<file path="src/rtl/rvdec_pkg.sv">
// Types and encoding constants for the RV32I instruction decoder.
package rvdec_pkg;

   typedef struct packed {
      logic [31:0] instr_word;
      logic [31:0] instr_address;
   } req_type;

   typedef struct packed {
      logic               illegal;
      logic [5:0]         mnemonic_code;
      logic [4:0]         dest_reg;
      logic [4:0]         src_reg_one;
      logic [4:0]         src_reg_two;
      logic signed [31:0] immediate;
      logic [31:0]        target_address;
   } rsp_type;

   // Major opcodes
   localparam logic [6:0] OPC_LUI    = 7'h37;
   localparam logic [6:0] OPC_AUIPC  = 7'h17;
   localparam logic [6:0] OPC_JAL    = 7'h6f;
   localparam logic [6:0] OPC_JALR   = 7'h67;
   localparam logic [6:0] OPC_BRANCH = 7'h63;
   localparam logic [6:0] OPC_LOAD   = 7'h03;
   localparam logic [6:0] OPC_STORE  = 7'h23;
   localparam logic [6:0] OPC_OPIMM  = 7'h13;
   localparam logic [6:0] OPC_OP     = 7'h33;

   // funct7 values
   localparam logic [6:0] F7_ZERO = 7'h00;
   localparam logic [6:0] F7_ALT  = 7'h20;

   // funct3: branches
   localparam logic [2:0] F3_BEQ  = 3'd0;
   localparam logic [2:0] F3_BNE  = 3'd1;
   localparam logic [2:0] F3_BLT  = 3'd4;
   localparam logic [2:0] F3_BGE  = 3'd5;
   localparam logic [2:0] F3_BLTU = 3'd6;
   localparam logic [2:0] F3_BGEU = 3'd7;

   // funct3: load/store sizes
   localparam logic [2:0] F3_BYTE  = 3'd0;
   localparam logic [2:0] F3_HALF  = 3'd1;
   localparam logic [2:0] F3_WORD  = 3'd2;
   localparam logic [2:0] F3_BYTEU = 3'd4;
   localparam logic [2:0] F3_HALFU = 3'd5;

   // funct3: ALU operations
   localparam logic [2:0] F3_ADD  = 3'd0;
   localparam logic [2:0] F3_SLL  = 3'd1;
   localparam logic [2:0] F3_SLT  = 3'd2;
   localparam logic [2:0] F3_SLTU = 3'd3;
   localparam logic [2:0] F3_XOR  = 3'd4;
   localparam logic [2:0] F3_SRL  = 3'd5;
   localparam logic [2:0] F3_OR   = 3'd6;
   localparam logic [2:0] F3_AND  = 3'd7;

   // Mnemonic codes
   localparam logic [5:0] MN_LUI   = 6'd0;
   localparam logic [5:0] MN_AUIPC = 6'd1;
   localparam logic [5:0] MN_JAL   = 6'd2;
   localparam logic [5:0] MN_JALR  = 6'd3;
   localparam logic [5:0] MN_BEQ   = 6'd4;
   localparam logic [5:0] MN_BNE   = 6'd5;
   localparam logic [5:0] MN_BLT   = 6'd6;
   localparam logic [5:0] MN_BGE   = 6'd7;
   localparam logic [5:0] MN_BLTU  = 6'd8;
   localparam logic [5:0] MN_BGEU  = 6'd9;
   localparam logic [5:0] MN_LB    = 6'd10;
   localparam logic [5:0] MN_LH    = 6'd11;
   localparam logic [5:0] MN_LW    = 6'd12;
   localparam logic [5:0] MN_LBU   = 6'd13;
   localparam logic [5:0] MN_LHU   = 6'd14;
   localparam logic [5:0] MN_SB    = 6'd15;
   localparam logic [5:0] MN_SH    = 6'd16;
   localparam logic [5:0] MN_SW    = 6'd17;
   localparam logic [5:0] MN_ADDI  = 6'd18;
   localparam logic [5:0] MN_SLTI  = 6'd19;
   localparam logic [5:0] MN_SLTIU = 6'd20;
   localparam logic [5:0] MN_XORI  = 6'd21;
   localparam logic [5:0] MN_ORI   = 6'd22;
   localparam logic [5:0] MN_ANDI  = 6'd23;
   localparam logic [5:0] MN_SLLI  = 6'd24;
   localparam logic [5:0] MN_SRLI  = 6'd25;
   localparam logic [5:0] MN_SRAI  = 6'd26;
   localparam logic [5:0] MN_ADD   = 6'd27;
   localparam logic [5:0] MN_SUB   = 6'd28;
   localparam logic [5:0] MN_SLL   = 6'd29;
   localparam logic [5:0] MN_SLT   = 6'd30;
   localparam logic [5:0] MN_SLTU  = 6'd31;
   localparam logic [5:0] MN_XOR   = 6'd32;
   localparam logic [5:0] MN_SRL   = 6'd33;
   localparam logic [5:0] MN_SRA   = 6'd34;
   localparam logic [5:0] MN_OR    = 6'd35;
   localparam logic [5:0] MN_AND   = 6'd36;
   localparam logic [5:0] MN_NONE  = 6'd0;

endpackage

</file>
<file path="src/rtl/rv32i_instruction_decoder_core.sv">
// RV32I instruction decoder: input register, decode logic, result register.
//
// Usage:
//   Drive req_payload (instruction word and its address) and pulse start.
//   A transaction is taken at every rising edge with start high and busy
//   low; busy stays low, so one instruction may be issued every cycle.
//   The decoded result appears on rsp_payload with rsp_strobe high for
//   exactly one cycle, once it has passed the input and result registers.
//   Results leave in issue order, one per instruction.
// Throughput: one instruction per cycle. The path holds the input register
//   and the result register; the opcode decode, immediate assembly and the
//   32-bit target adder sit between them.
// Illegal encodings give illegal = 1 with code, immediate and target zero;
//   register fields always carry the raw bits of the word.
// Reset: synchronous; clears both valid flags, dropping any transaction in
//   flight. The receiver cannot stall: each result is taken in the cycle
//   it is shown.
module rv32i_instruction_decoder_core
   import rvdec_pkg::*;
(
   input  logic    clock,
   input  logic    reset,
   input  logic    start,
   output logic    busy,
   input  req_type req_payload,
   output logic    rsp_strobe,
   output rsp_type rsp_payload
);

   logic    req_valid_ff, req_valid_in;
   req_type req_ff;
   logic    rsp_valid_ff, rsp_valid_in;
   rsp_type rsp_ff, rsp_in;

   logic [31:0] word;
   logic [6:0]  opc;
   logic [2:0]  f3;
   logic [6:0]  f7;
   logic [31:0] imm_i, imm_s, imm_b, imm_j, imm_u, imm_sh;
   logic [5:0]  code;
   logic        ok;
   logic        has_target;
   logic [31:0] imm;

   assign busy         = 1'b0;
   assign req_valid_in = start && !busy;
   assign rsp_valid_in = req_valid_ff;

   assign word  = req_ff.instr_word;
   assign opc   = word[6:0];
   assign f3    = word[14:12];
   assign f7    = word[31:25];

   assign imm_i  = {{20{word[31]}}, word[31:20]};
   assign imm_s  = {{20{word[31]}}, word[31:25], word[11:7]};
   assign imm_b  = {{19{word[31]}}, word[31], word[7], word[30:25], word[11:8], 1'b0};
   assign imm_j  = {{11{word[31]}}, word[31], word[19:12], word[20], word[30:21], 1'b0};
   assign imm_u  = {12'h000, word[31:12]};
   assign imm_sh = {27'd0, word[24:20]};

   always_comb begin
      code       = MN_NONE;
      ok         = 1'b0;
      has_target = 1'b0;
      imm        = '0;
      unique case (opc)
         OPC_LUI: begin
            code = MN_LUI;
            ok   = 1'b1;
            imm  = imm_u;
         end
         OPC_AUIPC: begin
            code = MN_AUIPC;
            ok   = 1'b1;
            imm  = imm_u;
         end
         OPC_JAL: begin
            code       = MN_JAL;
            ok         = 1'b1;
            imm        = imm_j;
            has_target = 1'b1;
         end
         OPC_JALR: begin
            code = MN_JALR;
            ok   = (f3 == F3_ADD);
            imm  = imm_i;
         end
         OPC_BRANCH: begin
            imm        = imm_b;
            has_target = 1'b1;
            ok         = 1'b1;
            unique case (f3)
               F3_BEQ:  code = MN_BEQ;
               F3_BNE:  code = MN_BNE;
               F3_BLT:  code = MN_BLT;
               F3_BGE:  code = MN_BGE;
               F3_BLTU: code = MN_BLTU;
               F3_BGEU: code = MN_BGEU;
               default: ok = 1'b0;
            endcase
         end
         OPC_LOAD: begin
            imm = imm_i;
            ok  = 1'b1;
            unique case (f3)
               F3_BYTE:  code = MN_LB;
               F3_HALF:  code = MN_LH;
               F3_WORD:  code = MN_LW;
               F3_BYTEU: code = MN_LBU;
               F3_HALFU: code = MN_LHU;
               default:  ok = 1'b0;
            endcase
         end
         OPC_STORE: begin
            imm = imm_s;
            ok  = 1'b1;
            unique case (f3)
               F3_BYTE: code = MN_SB;
               F3_HALF: code = MN_SH;
               F3_WORD: code = MN_SW;
               default: ok = 1'b0;
            endcase
         end
         OPC_OPIMM: begin
            imm = imm_i;
            ok  = 1'b1;
            unique case (f3)
               F3_ADD:  code = MN_ADDI;
               F3_SLT:  code = MN_SLTI;
               F3_SLTU: code = MN_SLTIU;
               F3_XOR:  code = MN_XORI;
               F3_OR:   code = MN_ORI;
               F3_AND:  code = MN_ANDI;
               F3_SLL: begin
                  imm  = imm_sh;
                  code = MN_SLLI;
                  ok   = (f7 == F7_ZERO);
               end
               F3_SRL: begin
                  imm  = imm_sh;
                  code = (f7 == F7_ALT) ? MN_SRAI : MN_SRLI;
                  ok   = (f7 == F7_ZERO) || (f7 == F7_ALT);
               end
               default: ok = 1'b0;
            endcase
         end
         OPC_OP: begin
            ok = 1'b1;
            if (f7 == F7_ZERO) begin
               unique case (f3)
                  F3_ADD:  code = MN_ADD;
                  F3_SLL:  code = MN_SLL;
                  F3_SLT:  code = MN_SLT;
                  F3_SLTU: code = MN_SLTU;
                  F3_XOR:  code = MN_XOR;
                  F3_SRL:  code = MN_SRL;
                  F3_OR:   code = MN_OR;
                  F3_AND:  code = MN_AND;
                  default: ok = 1'b0;
               endcase
            end else if (f7 == F7_ALT && f3 == F3_ADD) begin
               code = MN_SUB;
            end else if (f7 == F7_ALT && f3 == F3_SRL) begin
               code = MN_SRA;
            end else begin
               ok = 1'b0;
            end
         end
         default: ok = 1'b0;
      endcase
   end

   always_comb begin
      rsp_in.illegal        = !ok;
      rsp_in.mnemonic_code  = ok ? code : MN_NONE;
      rsp_in.dest_reg       = word[11:7];
      rsp_in.src_reg_one    = word[19:15];
      rsp_in.src_reg_two    = word[24:20];
      rsp_in.immediate      = ok ? $signed(imm) : 32'sd0;
      rsp_in.target_address = (ok && has_target) ? req_ff.instr_address + imm : 32'd0;
   end

   always_ff @(posedge clock) begin
      if (reset) begin
         req_valid_ff <= 1'b0;
         rsp_valid_ff <= 1'b0;
      end else begin
         req_valid_ff <= req_valid_in;
         rsp_valid_ff <= rsp_valid_in;
      end
   end

   // Payload registers load without reset; the valid flags qualify them.
   always_ff @(posedge clock) begin
      if (req_valid_in) begin
         req_ff <= req_payload;
      end
      if (rsp_valid_in) begin
         rsp_ff <= rsp_in;
      end
   end

   assign rsp_strobe  = rsp_valid_ff;
   assign rsp_payload = rsp_ff;

endmodule

</file>
<file path="config.mk">
export PLATFORM = sky130hd
export DESIGN_NAME = rv32i_instruction_decoder_core
export DESIGN_NICKNAME = d
export VERILOG_FILES = /design/src/rtl/rvdec_pkg.sv /design/src/rtl/rv32i_instruction_decoder_core.sv
export SDC_FILE = /design/constraint.sdc
export NUM_CORES = 1
export LEC_CHECK = 0
export ABC_AREA = 1
export BUFFER_PORTS_ARGS = -buffer_cell sky130_fd_sc_hd__buf_4
export CORE_ASPECT_RATIO = 1.5
export CORE_MARGIN = 1.5
export CORE_UTILIZATION = 40
export DETAILED_ROUTE_END_ITERATION = 7
export GPL_ROUTABILITY_DRIVEN = 0
export PLACE_DENSITY = 0.65
export SLEW_MARGIN = 30
export SYNTH_ARGS = -nofsm -noshare
export SYNTH_HDL_FRONTEND = slang
export SYNTH_SLANG_ARGS = --single-unit
</file>
<file path="constraint.sdc">
create_clock -name clock -period 3.2 [get_ports clock]
set_input_delay 0.48 -clock clock [delete_from_list [all_inputs] [get_ports clock]]
set_output_delay 0.48 -clock clock [all_outputs]
set_load 0.05 [all_outputs]
</file>
==> results.yml, run 1 <==
outcome:
  status: "finished, final reports clean"
timing:
  finalSetupViolCount: 0
  hold_viol_final: 0
  holdWs_ps: 186.3
  fmaxAchievable_ghz: 0.3166
  maxSlewHeadroom: 0.6452
  period_share: 0.9871
  finClkSkew_ps: 13.36
  drv_slew: 0
  fin_ws_ps: 41.44
  rsz0062_at_grt: "yes"
  worstMarginPinSlew_ps: 526.7
  timing.setup.tns_ps: 0
  fin_crit_ps: 3159
synth:
  yosys_warnings: 0
  postSynth.asyncResetShare: 0
  synth_cell_types: 39
  synth_seq_cells: 146
  ys.flop_type: "edfxtp_1"
  yosys-top-cells-area: "edfxtp_1, nand2_1, inv_1, ha_1, nor2_1"
  synth.top_cell.area_share: 0.5109
  seq_area_frac_synth: 0.5280
  syn_avg_cell_area_um2: 8.998
  postSynthCellCount: 908
  yosysTopAreaCell: "edfxtp_1"
  syn_area_um2: 8170
  synth_edf_count: 139
  synthesis.nets: 1012
critical_path:
  reg2reg_slack_ps: 40
  path_max_fanout: 5
  r2r_end: "rsp_payload[19]"
  worstSetupPathType: "register to register"
  setup.worst_path.end_class: "register"
  crit_path_start_kind: "register"
  arrival_ps: 3340
  worstRegToRegCells: 20
  reg2reg_from: "word[4]"
  required_ps: 3390
hold_path:
  hold_path.class: "input port to register"
  min_path_cells: 2
  worstHoldStart: "reset"
  min_to: "req_valid_ff"
cells_and_area:
  finalNonFillerCells: 1417
  layout_common_cells: "buf_4, nand2_1, edfxtp_1"
  layout_commonest_cell: "buf_4"
  num-nets-final: 1247
  design_area_um2: 11270
  fillers: 1811
  drive_above_1_share: 0.3564
  area_delta_synth_final_pct: 37.93
placed_design:
  post-place-ws_ps: -42.91
  dpl.cell_count: 1372
  portBuffers: 153
  dpl_cell_area_um2: 10040
  dp_hpwl_um: 17370
global_routing:
  antenna_found_initial: 2
  grt_max_degree: 43
  grt_usage: 0.2122
  grt_pass1_wl_um: 33550
  grt_pass1_vias: 6777
  grt_overflow: 0
die:
  die_h_um: 178.0
  rows: 63
  core_area_um2: 19860
  initial_core_util: 0.4113
  die_w_um: 119.7
  io_pins: 155
  dieArea_um2: 21310
clock_tree:
  cts_tree: "yes"
  cts.sinks: 146
  clkSlewWorstSetupHoldPaths_ps: 70
  ctsRootBufferMaster: "clkbuf_16"
  cts_inserted_buffers: 17
  cts_max_path_buffers: 2
  clock_latency_ps: 440
  holdBufCountCts: 0
  htreeDepth: 4
drt:
  drt_iter0_drc: 448
  wl_per_cell_um: 16.21
  vias: 7030
  firstDrtPassIters: 5
  antenna_left: 0
  remaining_drc_errors: 0
  routed_wirelength_um: 22980
  via_per_inst: 4.961
power:
  p_seq_frac: 0.430
  switchingPower_w: 0.001559
  p_comb_frac: 0.178
  ir_drop_mv: 0.2972
  p_per_area_nw_per_um2: 481.0
  clkPwrFrac: 0.391
  internal_power_w: 0.003862
  switching_share: 0.2876
  p_leak_nw: 5.153
flow_run:
  max_cap_violations: 0
cell usage after synthesis (all sizes together) (8+ instances only):
| cell type | instances |
|---|---|
| nand4 | 16 |
| buf | 23 |
| nand3 | 51 |
| xor2 | 11 |
| nor2 | 105 |
| nor3 | 8 |
| edfxtp | 139 |
| a31oi | 10 |
| inv | 145 |
| ha | 36 |
| o21ai | 33 |
| nand2 | 238 |
| a21oi | 52 |
worst max-delay path by stage:
stage	from	end
6_report	word[4]	rsp_payload[19]
5_1_grt	word[4]	rsp_payload[19]
4_1_cts	word[4]	rsp_payload[31]
3_5_place_dp	word[0]	rsp_payload[29]
3_3_place_gp	word[1]	rsp_payload[21]
2_1_floorplan	word[3]	rsp_payload[26]
through the flow:
stage,util,power [W]
2_1_floorplan,-,0.002880
3_3_place_gp,0.5044,0.003234
3_5_place_dp,0.5054,0.003242
4_1_cts,0.5375,0.005364
5_1_grt,0.5673,0.005614
6_report,0.5673,0.005421
per-layer routing:
metal | track usage | up-vias | wire length [µm]
met5 | 0 | - | 13
met4 | 0.1305 | 2 | 979
met3 | 0.03581 | 63 | 899
met2 | 0.3982 | 227 | 12750
met1 | 0.2179 | 3265 | 8332
li1 | - | 3473 | -
power groups by stage:
stage	sequential (W)	combinational, W	clock (W)
CTS	0.00232	0.000885	0.00216
detailed placement	0.00236	0.000881	0
floorplan	0.00253	0.000353	0
finish	0.00233	0.000966	0.00212
global placement	0.00237	0.000863	0
global route	0.00234	0.00104	0.00223
layout make-up:
| class | instances | area (µm²) | area share |
|---|---|---|---|
| Sequential cell | 146 | 4318 | 0.3831 |
| Multi-Input combinational cell | 593 | 3628 | 0.3220 |
| Timing Repair Buffer | 238 | 1810 | 0.1607 |
| Inverter | 147 | 558.0 | 0.04952 |
| Clock buffer | 18 | 439.2 | 0.03897 |
| Tap cell | 260 | 325.3 | 0.02887 |
| Clock inverter | 14 | 187.7 | 0.01665 |
| Antenna cell | 1 | 2.502 | 0.0002220 |
flip-flops by register name (all words and copies together), names as in the netlist, named ones only:
signal	count
rsp_payload	75
req_ff	32
word	32
req_valid_ff	1
rsp_strobe	1
worst max-delay path, cell delays in order, from the launching register on:
cell and delay [ps]:
edfxtp_1 420, inv_1 70, nand2_2 90, nor2_4 40
buf_4 140, nand2_2 80, nand4_1 290, buf_4 250
nand2_1 90, nand3_2 120, ha_4 330, nand2_2 100
nor2_1 120, nand3_1 150, nand2_2 130, nand2_1 70
nand2_2 100, nand2_1 60, nand2_1 70, xnor2_1 120
nor2_1 60
kinds of logic after synthesis:
logic type	count (synthesis)	share of synthesized area
buffers and inverters	170	0.08943
flip-flops	146	0.5280
AO/OA/AOI/OAI	115	0.07963
AND/OR/NAND/NOR	425	0.2299
XOR/XNOR	14	0.01501
adder cells (fa/ha/maj)	37	0.05758
other	1	0.0004590
timing repair:
item | CTS | global route
setup endpoints to repair | 11 | 26
pin swaps | 0 | 22
setup buffers | 0 | 11
cloned | 0 | 1
resized for setup | 3 | 118
Note: power is estimated with default switching activity, not from simulation.
==> inputs of run 2 (changes only) <==
Settings changed: GPL_TIMING_DRIVEN from default to 0.
Clock period 3.2 ns to 2.55 ns, I/O delays scaled along.
==> run 2 against run 1 <==
Highest routed layer is now met4. Sequential share of layout area shrank 3.9 points. Combinational power up 51%. The run now ends with negative setup slack left. Via count is 4.9% higher. Power grew 28%. Worst setup slack lost 470 ps. Routed wire length increased by 8.8%. Worst hold slack got worse by 85 ps.
==> results.yml, run 2 (synthesized netlist as in run 1, its figures left out) <==
clock_tree:
  cts.sinks: 146
  cts_inserted_buffers: 17
  clkSlewWorstSetupHoldPaths_ps: 60
  htreeDepth: 4
  ctsRootBufferMaster: "clkbuf_16"
  cts_max_path_buffers: 2
  holdBufCountCts: 0
  cts_tree: "yes"
  clock_latency_ps: 430
power:
  fin_total_pwr_w: 0.006919
  p_per_area_nw_per_um2: 551.9
  ir_drop_mv: 0.4644
  p_leak_nw: 5.574
cells_and_area:
  largest_reg_flops: 75
  layout_commonest_cell: "buf_4"
  antennaDiodeCount: 0
  drive_above_1_share: 0.4966
  design_area_um2: 12540
  layout_common_cells: "buf_4, nand2_1, edfxtp_1"
  num-nets-final: 1285
  area_delta_synth_final_pct: 53.45
critical_path:
  cp_common_cell: "nand2_4"
  arrival_ps: 3170
  path_max_fanout: 6
  slowest_stage: "edfxtp_1"
  worstSetupPathType: "register to register"
  crit_path_start_kind: "register"
  setup.worst_path.end_class: "register"
  required_ps: 2740
  cp_cell_sequence: "buf_4 > nand2_2 > nor2_4 > nand2_4 > nand2_4 > nor2_4 > nand3_4 > a22oi_2 > inv_2 > ha_4 > nand2_4 > inv_2 > a21oi_4 > nand2_4 > nand2_2 > nand2_4 > nand2_2 > nand3_1 > nand2_1 > nand2_1 > nand2_1 > inv_1"
  cp_slowest_stage_delay_ps: 430
drt:
  firstDrtPassIters: 5
  vias: 7377
  wl_per_cell_um: 17.20
  routed_wirelength_um: 25010
  remaining_drc_errors: 0
  drt_iter0_drc: 468
  via_per_inst: 5.074
  antenna_left: 0
die:
  dieArea_um2: 21310
  die_h_um: 178.0
  rows: 63
  io_pins: 155
  core_area_um2: 19860
  initial_core_util: 0.4113
  die_w_um: 119.7
global_routing:
  grt_pass1_wl_um: 36400
  antenna_found_initial: 0
  grt_overflow: 0
  grt_max_degree: 69
  grt_usage: 0.2272
  grt_pass1_vias: 7277
timing:
  timing.setup.tns_ps: -9373
  fmaxAchievable_ghz: 0.3361
  fin_ws_ps: -425.4
  drv_slew: 0
  finClkSkew_ps: 9.998
  worstMarginPinSlew_ps: 885.9
  fin_crit_ps: 2975
  period_share: 1.167
  maxSlewHeadroom: 0.4094
  finalSetupViolCount: 30
  hold_viol_final: 0
  rsz0062_at_grt: "yes"
outcome:
  violations: "negative setup slack"
  status: "finished with violations"
placed_design:
  portBuffers: 153
  dpl_cell_area_um2: 10100
  dp_hpwl_um: 16910
hold_path:
  hold_path.class: "input port to register"
flow_run:
  max_cap_violations: 0
-- run 2: cell count changes in the layout (fill, tap and decap cells not counted), sizes merged --
cell / change
buf: +38
clkinv: +4
clkinvlp: -3
bufinv: -1
clkbuf: -1
diode: -1
inv: +1
-- run 2: power breakdown --
group	internal, W	switching, W	total [W]
Combinational	0.000557	0.000904	0.00146
Sequential	0.00280	0.000116	0.00292
Clock	0.00147	0.00107	0.00254
Total	0.00483	0.00209	0.00692
-- run 2: what timing repair did --
item | CTS | global route
pin swaps | 56 | 61
gates cloned | 1 | 1
gates resized for setup | 140 | 129
endpoints found under the setup margin | 30 | 31
setup buffers | 71 | 29
-- run 2: cell type report --
cell class	count	area (µm²)
Tap cell	260	325.3
Multi-Input combinational cell	593	4499
Fill cell	1589	7327
Clock inverter	15	171.4
Sequential cell	146	4318
Timing Repair Buffer	254	2036
Clock buffer	17	425.4
Inverter	147	576.8
Buffer	22	185.2
-- run 2: metrics by stage --
step	utilization	instances	setup slack (ps)	hold slack, ps
6_report	0.6311	1454	-425.4	101.0
5_1_grt	0.6311	1454	-564.4	94.10
2_1_floorplan	-	908	-233.8	426.8
3_3_place_gp	0.5067	1321	-905.6	433.6
4_1_cts	0.5941	1425	-386.9	90.77
3_5_place_dp	0.5083	1322	-946.4	445.7
-- run 2: layer usage --
metal,track usage,vias to the layer above,part of all wire
li1,-,3550,-
met4,0.1434,0,0.067
met2,0.4358,286,0.55
met5,0,-,0
met1,0.2240,3433,0.34
met3,0.03772,108,0.042
-- run 2: worst paths after layout --
path,start,endpoint,slack [ps],depth (start not counted)
max,word[2],rsp_payload[23],-430,22
min,reset,req_valid_ff,100,2
max reg2reg,word[2],rsp_payload[23],-430,22
min reg2reg,word[9],rsp_payload[76],460,0
-- run 2: critical path: cells and delay by family (launching register included) --
kind,cells,cell delay [ps]
compound gates,2,380
flops,1,430
simple gates,15,1330
fa+ha+maj,1,280
buf+inv,4,320
